`config.mk`:
```
export PLATFORM = sky130hd
export DESIGN_NAME = modbus_encoder_frame_receiver
export DESIGN_NICKNAME = d
export VERILOG_FILES = /design/src/rtl/mbrx_pkg.sv /design/src/rtl/mbrx_parser.sv /design/src/rtl/modbus_encoder_frame_receiver.sv
export SDC_FILE = /design/constraint.sdc
export NUM_CORES = 1
export LEC_CHECK = 0
export BUFFER_PORTS_ARGS = -buffer_cell sky130_fd_sc_hd__buf_2
export CAP_MARGIN = 10
export CORE_MARGIN = 1
export CORE_UTILIZATION = 60
export CTS_BUF_LIST = sky130_fd_sc_hd__clkbuf_2
export CTS_CLUSTER_SIZE = 24
export DETAILED_ROUTE_END_ITERATION = 10
export PLACE_DENSITY_LB_ADDON = 0.05
export SKIP_CTS_REPAIR_TIMING = 1
export SYNTH_ARGS = -nofsm -noshare
export SYNTH_HDL_FRONTEND = slang
export SYNTH_SLANG_ARGS = --single-unit
```
`constraint.sdc`:
```
create_clock -name i_clk -period 15.8 [get_ports i_clk]
set_input_delay 2.37 -clock i_clk [delete_from_list [all_inputs] [get_ports i_clk]]
set_output_delay 2.37 -clock i_clk [all_outputs]
set_load 0.01 [all_outputs]
```
`src/rtl/mbrx_pkg.sv`:
```
// shared types, constants and functions of the modbus read-response receiver
package mbrx_pkg;

    localparam logic [7:0]  DEV_ADDR    = 8'h0A;
    localparam logic [7:0]  FUNC_READ   = 8'h03;
    localparam logic [7:0]  COUNT_SHORT = 8'd8;
    localparam logic [7:0]  COUNT_LONG  = 8'd16;
    localparam logic [15:0] CRC_POLY    = 16'hA001;
    localparam logic [15:0] CRC_INIT    = 16'hFFFF;
    localparam logic [15:0] TIMEOUT_RST = 16'd5;

    localparam int CHANNELS   = 4;
    localparam int CH_W       = 2;
    localparam int DATA_BYTES = 16;
    localparam int DATA_W     = 4;
    localparam int IDX_W      = 5;
    localparam int TOTAL_W    = 5;
    localparam int HDR_BYTES  = 3;

    localparam logic [TOTAL_W-1:0] TOTAL_EXTRA = 5'd5;
    localparam logic [TOTAL_W-1:0] TOTAL_LONG  = 5'd21;

    localparam int CFG_IDX_W  = 3;
    localparam int CFG_DATA_W = 16;

    typedef enum logic [CFG_IDX_W-1:0] {
        CFG_TIMEOUT   = 3'd0,
        CFG_LEFT_CH   = 3'd1,
        CFG_RIGHT_CH  = 3'd2,
        CFG_LEFT_INV  = 3'd3,
        CFG_RIGHT_INV = 3'd4
    } t_cfg_idx;

    typedef struct packed {
        logic accepted;
        logic crc_error;
        logic format_error;
        logic long_frame;
    } t_parse_evt;

    typedef logic [DATA_BYTES-1:0][7:0] t_data_bytes;

    function automatic logic [15:0] crc16_update(input logic [15:0] crc_in,
                                                 input logic [7:0] b);
        logic [15:0] c;
        c = crc_in ^ {8'h00, b};
        for (int k = 0; k < 8; k++) begin
            if (c[0]) begin
                c = (c >> 1) ^ CRC_POLY;
            end else begin
                c = c >> 1;
            end
        end
        return c;
    endfunction

    function automatic logic [15:0] invert16(input logic [15:0] v, input logic inv);
        logic [15:0] r;
        if (!inv) begin
            r = v;
        end else if (v == 16'h8000) begin
            r = 16'h7FFF;
        end else begin
            r = 16'h0000 - v;
        end
        return r;
    endfunction

endpackage

```
`src/rtl/mbrx_parser.sv`:
```
// frame parser: timeout, header checks, crc accumulation and data byte capture
module mbrx_parser (
    input  logic                 i_clk,
    input  logic                 i_rst_n,
    input  logic                 i_load,
    input  logic [7:0]           i_rx_byte,
    input  logic [31:0]          i_arrival_ms,
    input  logic [15:0]          i_timeout,
    output mbrx_pkg::t_parse_evt o_evt,
    output mbrx_pkg::t_data_bytes o_data
);

    logic [mbrx_pkg::IDX_W-1:0]   r_idx, n_idx;
    logic [mbrx_pkg::TOTAL_W-1:0] r_total, n_total;
    logic [15:0]                  r_crc, n_crc;
    logic [31:0]                  r_last;
    logic [7:0]                   r_prev, n_prev;
    mbrx_pkg::t_data_bytes        r_data, n_data;
    mbrx_pkg::t_parse_evt         evt;
    logic [31:0]                  gap;
    logic [mbrx_pkg::IDX_W-1:0]   off;
    logic                         st;
    logic                         done;

    assign gap = i_arrival_ms - r_last;

    always_comb begin
        n_idx   = r_idx;
        n_total = r_total;
        n_crc   = r_crc;
        n_prev  = r_prev;
        n_data  = r_data;
        evt     = '0;
        off     = '0;
        st      = 1'b0;
        done    = 1'b0;

        // stale partial frame
        if (r_idx != '0 && gap > {16'd0, i_timeout}) begin
            evt.format_error = 1'b1;
            n_idx   = '0;
            n_total = '0;
            n_crc   = mbrx_pkg::CRC_INIT;
        end

        if (n_idx == mbrx_pkg::IDX_W'(0)) begin
            st   = (i_rx_byte == mbrx_pkg::DEV_ADDR);
            done = 1'b1;
        end else if (n_idx == mbrx_pkg::IDX_W'(1)) begin
            if (i_rx_byte != mbrx_pkg::FUNC_READ) begin
                evt.format_error = 1'b1;
                n_idx   = '0;
                n_total = '0;
                n_crc   = mbrx_pkg::CRC_INIT;
                st      = (i_rx_byte == mbrx_pkg::DEV_ADDR);
            end else begin
                st = 1'b1;
            end
            done = 1'b1;
        end else if (n_idx == mbrx_pkg::IDX_W'(2)) begin
            if (i_rx_byte != mbrx_pkg::COUNT_SHORT && i_rx_byte != mbrx_pkg::COUNT_LONG) begin
                evt.format_error = 1'b1;
                n_idx   = '0;
                n_total = '0;
                n_crc   = mbrx_pkg::CRC_INIT;
                done    = 1'b1;
            end else begin
                n_total = i_rx_byte[mbrx_pkg::TOTAL_W-1:0] + mbrx_pkg::TOTAL_EXTRA;
            end
        end

        if (!done) begin
            st = 1'b1;
        end

        if (st) begin
            if (n_total == '0 || ({1'b0, n_idx} + 6'd2) < {1'b0, n_total}) begin
                n_crc = mbrx_pkg::crc16_update(n_crc, i_rx_byte);
            end
            off = n_idx - mbrx_pkg::IDX_W'(mbrx_pkg::HDR_BYTES);
            if (n_idx >= mbrx_pkg::IDX_W'(mbrx_pkg::HDR_BYTES)
                && off < mbrx_pkg::IDX_W'(mbrx_pkg::DATA_BYTES)) begin
                n_data[off[mbrx_pkg::DATA_W-1:0]] = i_rx_byte;
            end
            n_prev = i_rx_byte;
            if (n_total != '0 && (n_idx + mbrx_pkg::IDX_W'(1)) == n_total) begin
                // crc arrives low byte first
                if ({i_rx_byte, r_prev} == n_crc) begin
                    evt.accepted   = 1'b1;
                    evt.long_frame = (n_total == mbrx_pkg::TOTAL_LONG);
                end else begin
                    evt.crc_error = 1'b1;
                end
                n_idx   = '0;
                n_total = '0;
                n_crc   = mbrx_pkg::CRC_INIT;
            end else begin
                n_idx = n_idx + mbrx_pkg::IDX_W'(1);
            end
        end
    end

    always_ff @(posedge i_clk) begin
        if (!i_rst_n) begin
            r_idx   <= '0;
            r_total <= '0;
            r_crc   <= mbrx_pkg::CRC_INIT;
            r_last  <= '0;
        end else if (i_load) begin
            r_idx   <= n_idx;
            r_total <= n_total;
            r_crc   <= n_crc;
            r_last  <= i_arrival_ms;
        end
    end

    always_ff @(posedge i_clk) begin
        if (i_load) begin
            r_prev <= n_prev;
            r_data <= n_data;
        end
    end

    assign o_evt  = evt;
    assign o_data = r_data;

endmodule

```
`src/rtl/modbus_encoder_frame_receiver.sv`:
```
// Modbus RTU read-response receiver: takes one serial byte per item with its
// millisecond arrival time and returns one result per item. A byte enters an
// input register, is parsed and checked against the frame state and the running
// crc, and its result lands in an output register, so an item is accepted every
// cycle while o_in_stall is low. The byte-wide crc update and the 32-bit gap
// compare set the cycle. A stall on the result side reaches the input stall in
// the same cycle. Configuration is written through a plain write port; the user
// must write it only while the block is idle, which the block does not enforce.
module modbus_encoder_frame_receiver (
    input  logic                            i_clk,
    input  logic                            i_rst_n,
    input  logic                            i_cfg_wr_en,
    input  logic [mbrx_pkg::CFG_IDX_W-1:0]  i_cfg_index,
    input  logic [mbrx_pkg::CFG_DATA_W-1:0] i_cfg_wdata,
    input  logic                            i_in_valid,
    output logic                            o_in_stall,
    input  logic [7:0]                      i_rx_byte,
    input  logic [31:0]                     i_arrival_ms,
    output logic                            o_out_valid,
    input  logic                            i_out_stall,
    output logic                            o_frame_accepted,
    output logic                            o_crc_error,
    output logic                            o_format_error,
    output logic                            o_counts_valid,
    output logic                            o_speeds_valid,
    output logic signed [15:0]              o_left_ticks,
    output logic signed [15:0]              o_right_ticks,
    output logic signed [15:0]              o_left_speed,
    output logic signed [15:0]              o_right_speed,
    output logic [31:0]                     o_sample_time_ms
);

    logic [15:0]                 r_timeout;
    logic [mbrx_pkg::CH_W-1:0]   r_left_ch;
    logic [mbrx_pkg::CH_W-1:0]   r_right_ch;
    logic                        r_left_inv;
    logic                        r_right_inv;

    logic                        r_in_valid;
    logic [7:0]                  r_in_byte;
    logic [31:0]                 r_in_ms;

    logic [mbrx_pkg::CHANNELS-1:0][15:0] r_counts, n_counts;
    logic [mbrx_pkg::CHANNELS-1:0][15:0] r_speeds, n_speeds;
    logic [31:0]                 r_sample, n_sample;
    logic                        r_cseen, n_cseen;
    logic                        r_sseen, n_sseen;

    logic                        r_out_valid;
    logic                        r_out_acc;
    logic                        r_out_crc;
    logic                        r_out_fmt;
    logic                        r_out_cseen;
    logic                        r_out_sseen;
    logic [15:0]                 r_out_lc;
    logic [15:0]                 r_out_rc;
    logic [15:0]                 r_out_ls;
    logic [15:0]                 r_out_rs;
    logic [31:0]                 r_out_time;

    logic                        out_free;
    logic                        proc;
    logic                        in_accept;
    mbrx_pkg::t_parse_evt        evt;
    mbrx_pkg::t_data_bytes       data;

    assign out_free   = !r_out_valid || !i_out_stall;
    assign proc       = r_in_valid && out_free;
    assign o_in_stall = r_in_valid && !out_free;
    assign in_accept  = i_in_valid && !o_in_stall;

    always_ff @(posedge i_clk) begin
        if (!i_rst_n) begin
            r_timeout   <= mbrx_pkg::TIMEOUT_RST;
            r_left_ch   <= mbrx_pkg::CH_W'(0);
            r_right_ch  <= mbrx_pkg::CH_W'(1);
            r_left_inv  <= 1'b0;
            r_right_inv <= 1'b0;
        end else if (i_cfg_wr_en) begin
            unique case (i_cfg_index)
                mbrx_pkg::CFG_TIMEOUT:   r_timeout   <= i_cfg_wdata;
                mbrx_pkg::CFG_LEFT_CH:   r_left_ch   <= i_cfg_wdata[mbrx_pkg::CH_W-1:0];
                mbrx_pkg::CFG_RIGHT_CH:  r_right_ch  <= i_cfg_wdata[mbrx_pkg::CH_W-1:0];
                mbrx_pkg::CFG_LEFT_INV:  r_left_inv  <= i_cfg_wdata[0];
                mbrx_pkg::CFG_RIGHT_INV: r_right_inv <= i_cfg_wdata[0];
                default: ;
            endcase
        end
    end

    always_ff @(posedge i_clk) begin
        if (!i_rst_n) begin
            r_in_valid <= 1'b0;
        end else if (in_accept) begin
            r_in_valid <= 1'b1;
        end else if (proc) begin
            r_in_valid <= 1'b0;
        end
    end

    always_ff @(posedge i_clk) begin
        if (in_accept) begin
            r_in_byte <= i_rx_byte;
            r_in_ms   <= i_arrival_ms;
        end
    end

    mbrx_parser u_parser (
        .i_clk        (i_clk),
        .i_rst_n      (i_rst_n),
        .i_load       (proc),
        .i_rx_byte    (r_in_byte),
        .i_arrival_ms (r_in_ms),
        .i_timeout    (r_timeout),
        .o_evt        (evt),
        .o_data       (data)
    );

    always_comb begin
        n_counts = r_counts;
        n_speeds = r_speeds;
        n_sample = r_sample;
        n_cseen  = r_cseen;
        n_sseen  = r_sseen;
        if (evt.accepted) begin
            for (int c = 0; c < mbrx_pkg::CHANNELS; c++) begin
                n_counts[c] = {data[2*c], data[2*c+1]};
            end
            if (evt.long_frame) begin
                for (int c = 0; c < mbrx_pkg::CHANNELS; c++) begin
                    n_speeds[c] = {data[2*mbrx_pkg::CHANNELS+2*c],
                                   data[2*mbrx_pkg::CHANNELS+2*c+1]};
                end
                n_sseen = 1'b1;
            end
            n_sample = r_in_ms;
            n_cseen  = 1'b1;
        end
    end

    always_ff @(posedge i_clk) begin
        if (!i_rst_n) begin
            r_counts <= '0;
            r_speeds <= '0;
            r_sample <= '0;
            r_cseen  <= 1'b0;
            r_sseen  <= 1'b0;
        end else if (proc) begin
            r_counts <= n_counts;
            r_speeds <= n_speeds;
            r_sample <= n_sample;
            r_cseen  <= n_cseen;
            r_sseen  <= n_sseen;
        end
    end

    always_ff @(posedge i_clk) begin
        if (!i_rst_n) begin
            r_out_valid <= 1'b0;
        end else if (proc) begin
            r_out_valid <= 1'b1;
        end else if (!i_out_stall) begin
            r_out_valid <= 1'b0;
        end
    end

    always_ff @(posedge i_clk) begin
        if (proc) begin
            r_out_acc   <= evt.accepted;
            r_out_crc   <= evt.crc_error;
            r_out_fmt   <= evt.format_error;
            r_out_cseen <= n_cseen;
            r_out_sseen <= n_sseen;
            r_out_lc    <= mbrx_pkg::invert16(n_counts[r_left_ch], r_left_inv);
            r_out_rc    <= mbrx_pkg::invert16(n_counts[r_right_ch], r_right_inv);
            r_out_ls    <= mbrx_pkg::invert16(n_speeds[r_left_ch], r_left_inv);
            r_out_rs    <= mbrx_pkg::invert16(n_speeds[r_right_ch], r_right_inv);
            r_out_time  <= n_sample;
        end
    end

    assign o_out_valid      = r_out_valid;
    assign o_frame_accepted = r_out_acc;
    assign o_crc_error      = r_out_crc;
    assign o_format_error   = r_out_fmt;
    assign o_counts_valid   = r_out_cseen;
    assign o_speeds_valid   = r_out_sseen;
    assign o_left_ticks     = r_out_lc;
    assign o_right_ticks    = r_out_rc;
    assign o_left_speed     = r_out_ls;
    assign o_right_speed    = r_out_rs;
    assign o_sample_time_ms = r_out_time;

`ifndef SYNTHESIS
    a_acc_sets_seen: assert property (@(posedge i_clk) disable iff (!i_rst_n)
        o_out_valid && o_frame_accepted |-> o_counts_valid)
        else $error("accepted frame without counts_valid");

    a_seen_sticky: assert property (@(posedge i_clk) disable iff (!i_rst_n)
        r_cseen |=> r_cseen)
        else $error("counts_seen cleared after being set");

    a_speeds_need_counts: assert property (@(posedge i_clk) disable iff (!i_rst_n)
        r_sseen |-> r_cseen)
        else $error("speeds seen without counts");

    a_result_has_item: assert property (@(posedge i_clk) disable iff (!i_rst_n)
        $rose(o_out_valid) |-> $past(r_in_valid))
        else $error("result without a pending item");
`endif

endmodule

```
==> impl_metrics.env <==
export IMPL_finalCritPeriodShare_pct=79.1
export IMPL_yosys_top_cells_area="edfxtp_1 (28%), dfxtp_1 (17%), nand2_1 (7.8%)"
export IMPL_ys_warn_count=0
export IMPL_antenna_found_initial=3
export IMPL_maxCapViolCount=0
export IMPL_cts_buffers=134
export IMPL_routed_via_count=23200
export IMPL_start_util_pct=61.1
export IMPL_fin_nets=3184
export IMPL_viasPerCell=6.14
export IMPL_die_x_um=223
export IMPL_slew_headroom_pct=20.4
export IMPL_cts_htree_levels=4
export IMPL_cpPeakStageDelay_ns=0.79
export IMPL_synth_edf_count=277
export IMPL_critPathMaxFanout=42
export IMPL_syn_area_sq_um=29300
export IMPL_seq_area_frac_synth_pct=45.1
export IMPL_rsz0062_at_grt="no"
export IMPL_min_period_ns=12.50
export IMPL_skew_ns=0.106
export IMPL_utilization_pct=65.7
export IMPL_yosysTopAreaCell="edfxtp_1"
export IMPL_grt_pass1_vias=22200
export IMPL_hpwl_um=51400
export IMPL_netSwitchingFraction_pct=27.8
export IMPL_core_area_sq_um=47900
export IMPL_grt_start_max_net_pins=125
export IMPL_cts_sinks=521
export IMPL_die_h_um=223
export IMPL_drive_gt1_share_pct=19.3
export IMPL_final_area_sq_um=31500
export IMPL_crit_type="flop to flop"
export IMPL_power_uw=2670
export IMPL_synth_cell_types=109
export IMPL_p_comb_share_pct=9.3
export IMPL_crit_path_end_kind="flop"
export IMPL_worst_slew_pin_slew_ns=1.19
export IMPL_clk_latency_ns=1.38
export IMPL_setup_viol=0
export IMPL_drc_errors=0
export IMPL_final_setup_tns_ns=0
export IMPL_synth_cells=2913
export IMPL_status="finished clean"
export IMPL_power_frac_clock_pct=36.0
export IMPL_drtIter0Drc=2115
export IMPL_worstPathRequired_ns=17.00
export IMPL_whs_ns=0.469
export IMPL_cts_tree="done"
export IMPL_synth_top_cell_area_share_pct=28.4
export IMPL_postRouteAntennaNets=0
export IMPL_root_buffer="clkbuf_2"
export IMPL_overflow=0
export IMPL_cellPowerDensity_nw_per_um2=84.6
export IMPL_clkSlewWorstSetupHoldPaths_ns=0.10
export IMPL_synthFlopType="edfxtp_1"
export IMPL_r2r_cells=41
export IMPL_p_leak_uw=0.0116
export IMPL_gp_congestion=0.928
export IMPL_syn_nets=3041
export IMPL_grt_first_pass_wirelength_um=120000
export IMPL_hold_class="flop to flop"
export IMPL_placed_area_sq_um=30200
export IMPL_io_buffers=166
export IMPL_syn_avg_cell_area_sq_um=10.0
export IMPL_ys_ff_latch=521
export IMPL_pin_count=167
export IMPL_drt_pre_antenna_iters=6
export IMPL_hold_depth=2
export IMPL_switchingPower_uw=742
export IMPL_power_frac_seq_pct=54.7
export IMPL_wire_per_inst_um=20.4
export IMPL_detail_route_wirelength_um=77000
export IMPL_slew_violations=0
export IMPL_cp_arrival_ns=13.70
export IMPL_syn2layout_area_growth_pct=7.67
export IMPL_p_int_uw=1930
export IMPL_die_area_sq_um=49700
export IMPL_rows=80
export IMPL_irDropWorstVdd_uv=66.7
export IMPL_clock_path_buffers=3
export IMPL_grt_use_total_pct=31.0
export IMPL_fmax_mhz=80.0
export IMPL_cp_start_kind="flop"
export IMPL_crit_path_top_delay_cell="or4_1"
export IMPL_synthArstFlopShare_pct=0
export IMPL_hold_viol=0
==> sequential cells by signal (all words and copies together), names as in the netlist, 5 cells and up <==
name / cells
u_parser.o_data: 128
u_parser.r_last: 32
o_left_ticks: 16
o_left_speed: 16
u_parser.r_crc: 16
r_in_byte: 8
u_parser.r_idx: 5
r_timeout: 16
u_parser.r_prev: 8
o_right_ticks: 16
r_counts: 64
u_parser.r_total: 5
o_right_speed: 16
r_in_ms: 32
o_sample_time_ms: 32
r_sample: 32
r_speeds: 64
==> per-stage QoR <==
step                cells  worst slack (ns)
finish               3784              3.30
global route         3784              2.54
CTS                  3779              3.46
detailed placement   3535              3.48
global placement     3535              3.82
floorplan            2913              5.76
==> path summary, 6_finish.rpt <==
kind | endpoint | startpoint | slack [ns]
worst min register to register | r_sample[2] | r_sample[2] | 0.47
worst min-delay path | r_sample[2] | r_sample[2] | 0.47
worst max register to register | o_left_speed[12] | r_in_ms[4] | 3.30
worst max-delay path | o_left_speed[12] | r_in_ms[4] | 3.30
==> final cells by class <==
type                       count  area, sq um
multi-input combinational   2123        14900
inverter                      82          313
sequential                   521        13200
clock buffer                 196          981
fill                        3846        16400
timing repair buffer         194         1050
clock inverter                48          294
tap                          615          769
antenna                        5         12.5
==> cells in the final DEF (no fill, tap or decap), drive strengths merged, types with 55 or more instances in the layout <==
cell,synthesis,final
a21boi,212,212
a21oi,136,136
buf,68,194
clkbuf,119,196
dfxtp,244,244
edfxtp,277,277
ha,63,63
inv,79,82
mux2,55,55
mux2i,63,63
mux4,95,95
nand2,608,608
nand2b,74,74
nor2,116,116
o21ai,126,126
xnor2,72,72
==> layer usage <==
metal,vias to the layer above,track usage (%),part of all wire [%]
met4,0,11.9,2.6
li1,10900,-,-
met2,956,49.7,47
met5,-,0,0
met1,11200,41.6,43
met3,153,6.24,7.2
==> power by group through the flow <==
| stage | clock network [uW] | registers (uW) | logic [uW] |
|---|---|---|---|
| 3_3_place_gp | 0 | 1490 | 243 |
| 6_report | 960 | 1460 | 249 |
| 3_5_place_dp | 0 | 1490 | 246 |
| 2_1_floorplan | 0 | 1490 | 169 |
| 5_1_grt | 1050 | 1460 | 272 |
| 4_1_cts | 986 | 1460 | 247 |
==> kinds of logic (layout without fill, tap and decap cells) <==
family / count (synthesis) / count (layout) / synth area share [%]
flip-flops: 521 / 521 / 45.1
XOR/XNOR: 109 / 109 / 3.34
other: 0 / 5 / 0
AO/OA/AOI/OAI: 684 / 684 / 16.1
AND/OR/NAND/NOR: 1053 / 1053 / 16.7
multiplexers: 213 / 213 / 11.9
adder cells (fa/ha/maj): 64 / 64 / 2.76
buffers and inverters: 269 / 520 / 4.14
==> synthesized netlist by cell type (8+ instances only) <==
cell type,number
clkbuf_1,119
inv_1,77
mux2i_1,60
dfxtp_1,244
and4_1,13
nand2b_1,74
buf_1,21
o22ai_1,16
xor2_1,36
nor4_2,9
o21ai_0,108
mux2_2,52
nand2_1,608
nand4_1,29
and2_1,25
mux4_2,75
mux4_1,18
buf_2,23
nand3b_1,9
ha_1,63
a21o_1,27
buf_4,12
o31ai_1,11
or2_2,8
nor4_1,13
edfxtp_1,277
nor2b_1,22
xnor2_1,71
a21oi_1,134
nor2_1,115
a31oi_1,27
nand3_1,41
o21ai_1,13
o211ai_1,22
or3_1,15
a21boi_0,212
nor3_1,37
o21a_1,13
==> worst max-delay path: cells and delay by family (launching register included) <==
family	cells	cell delay (ns)
compound gates	15	3.26
xor+xnor	1	0.14
fa+ha+maj	4	1.25
buf+inv	2	1.06
flops	1	0.45
mux	4	1.40
simple gates	15	4.77
Note: power is estimated with default switching activity, not from simulation.
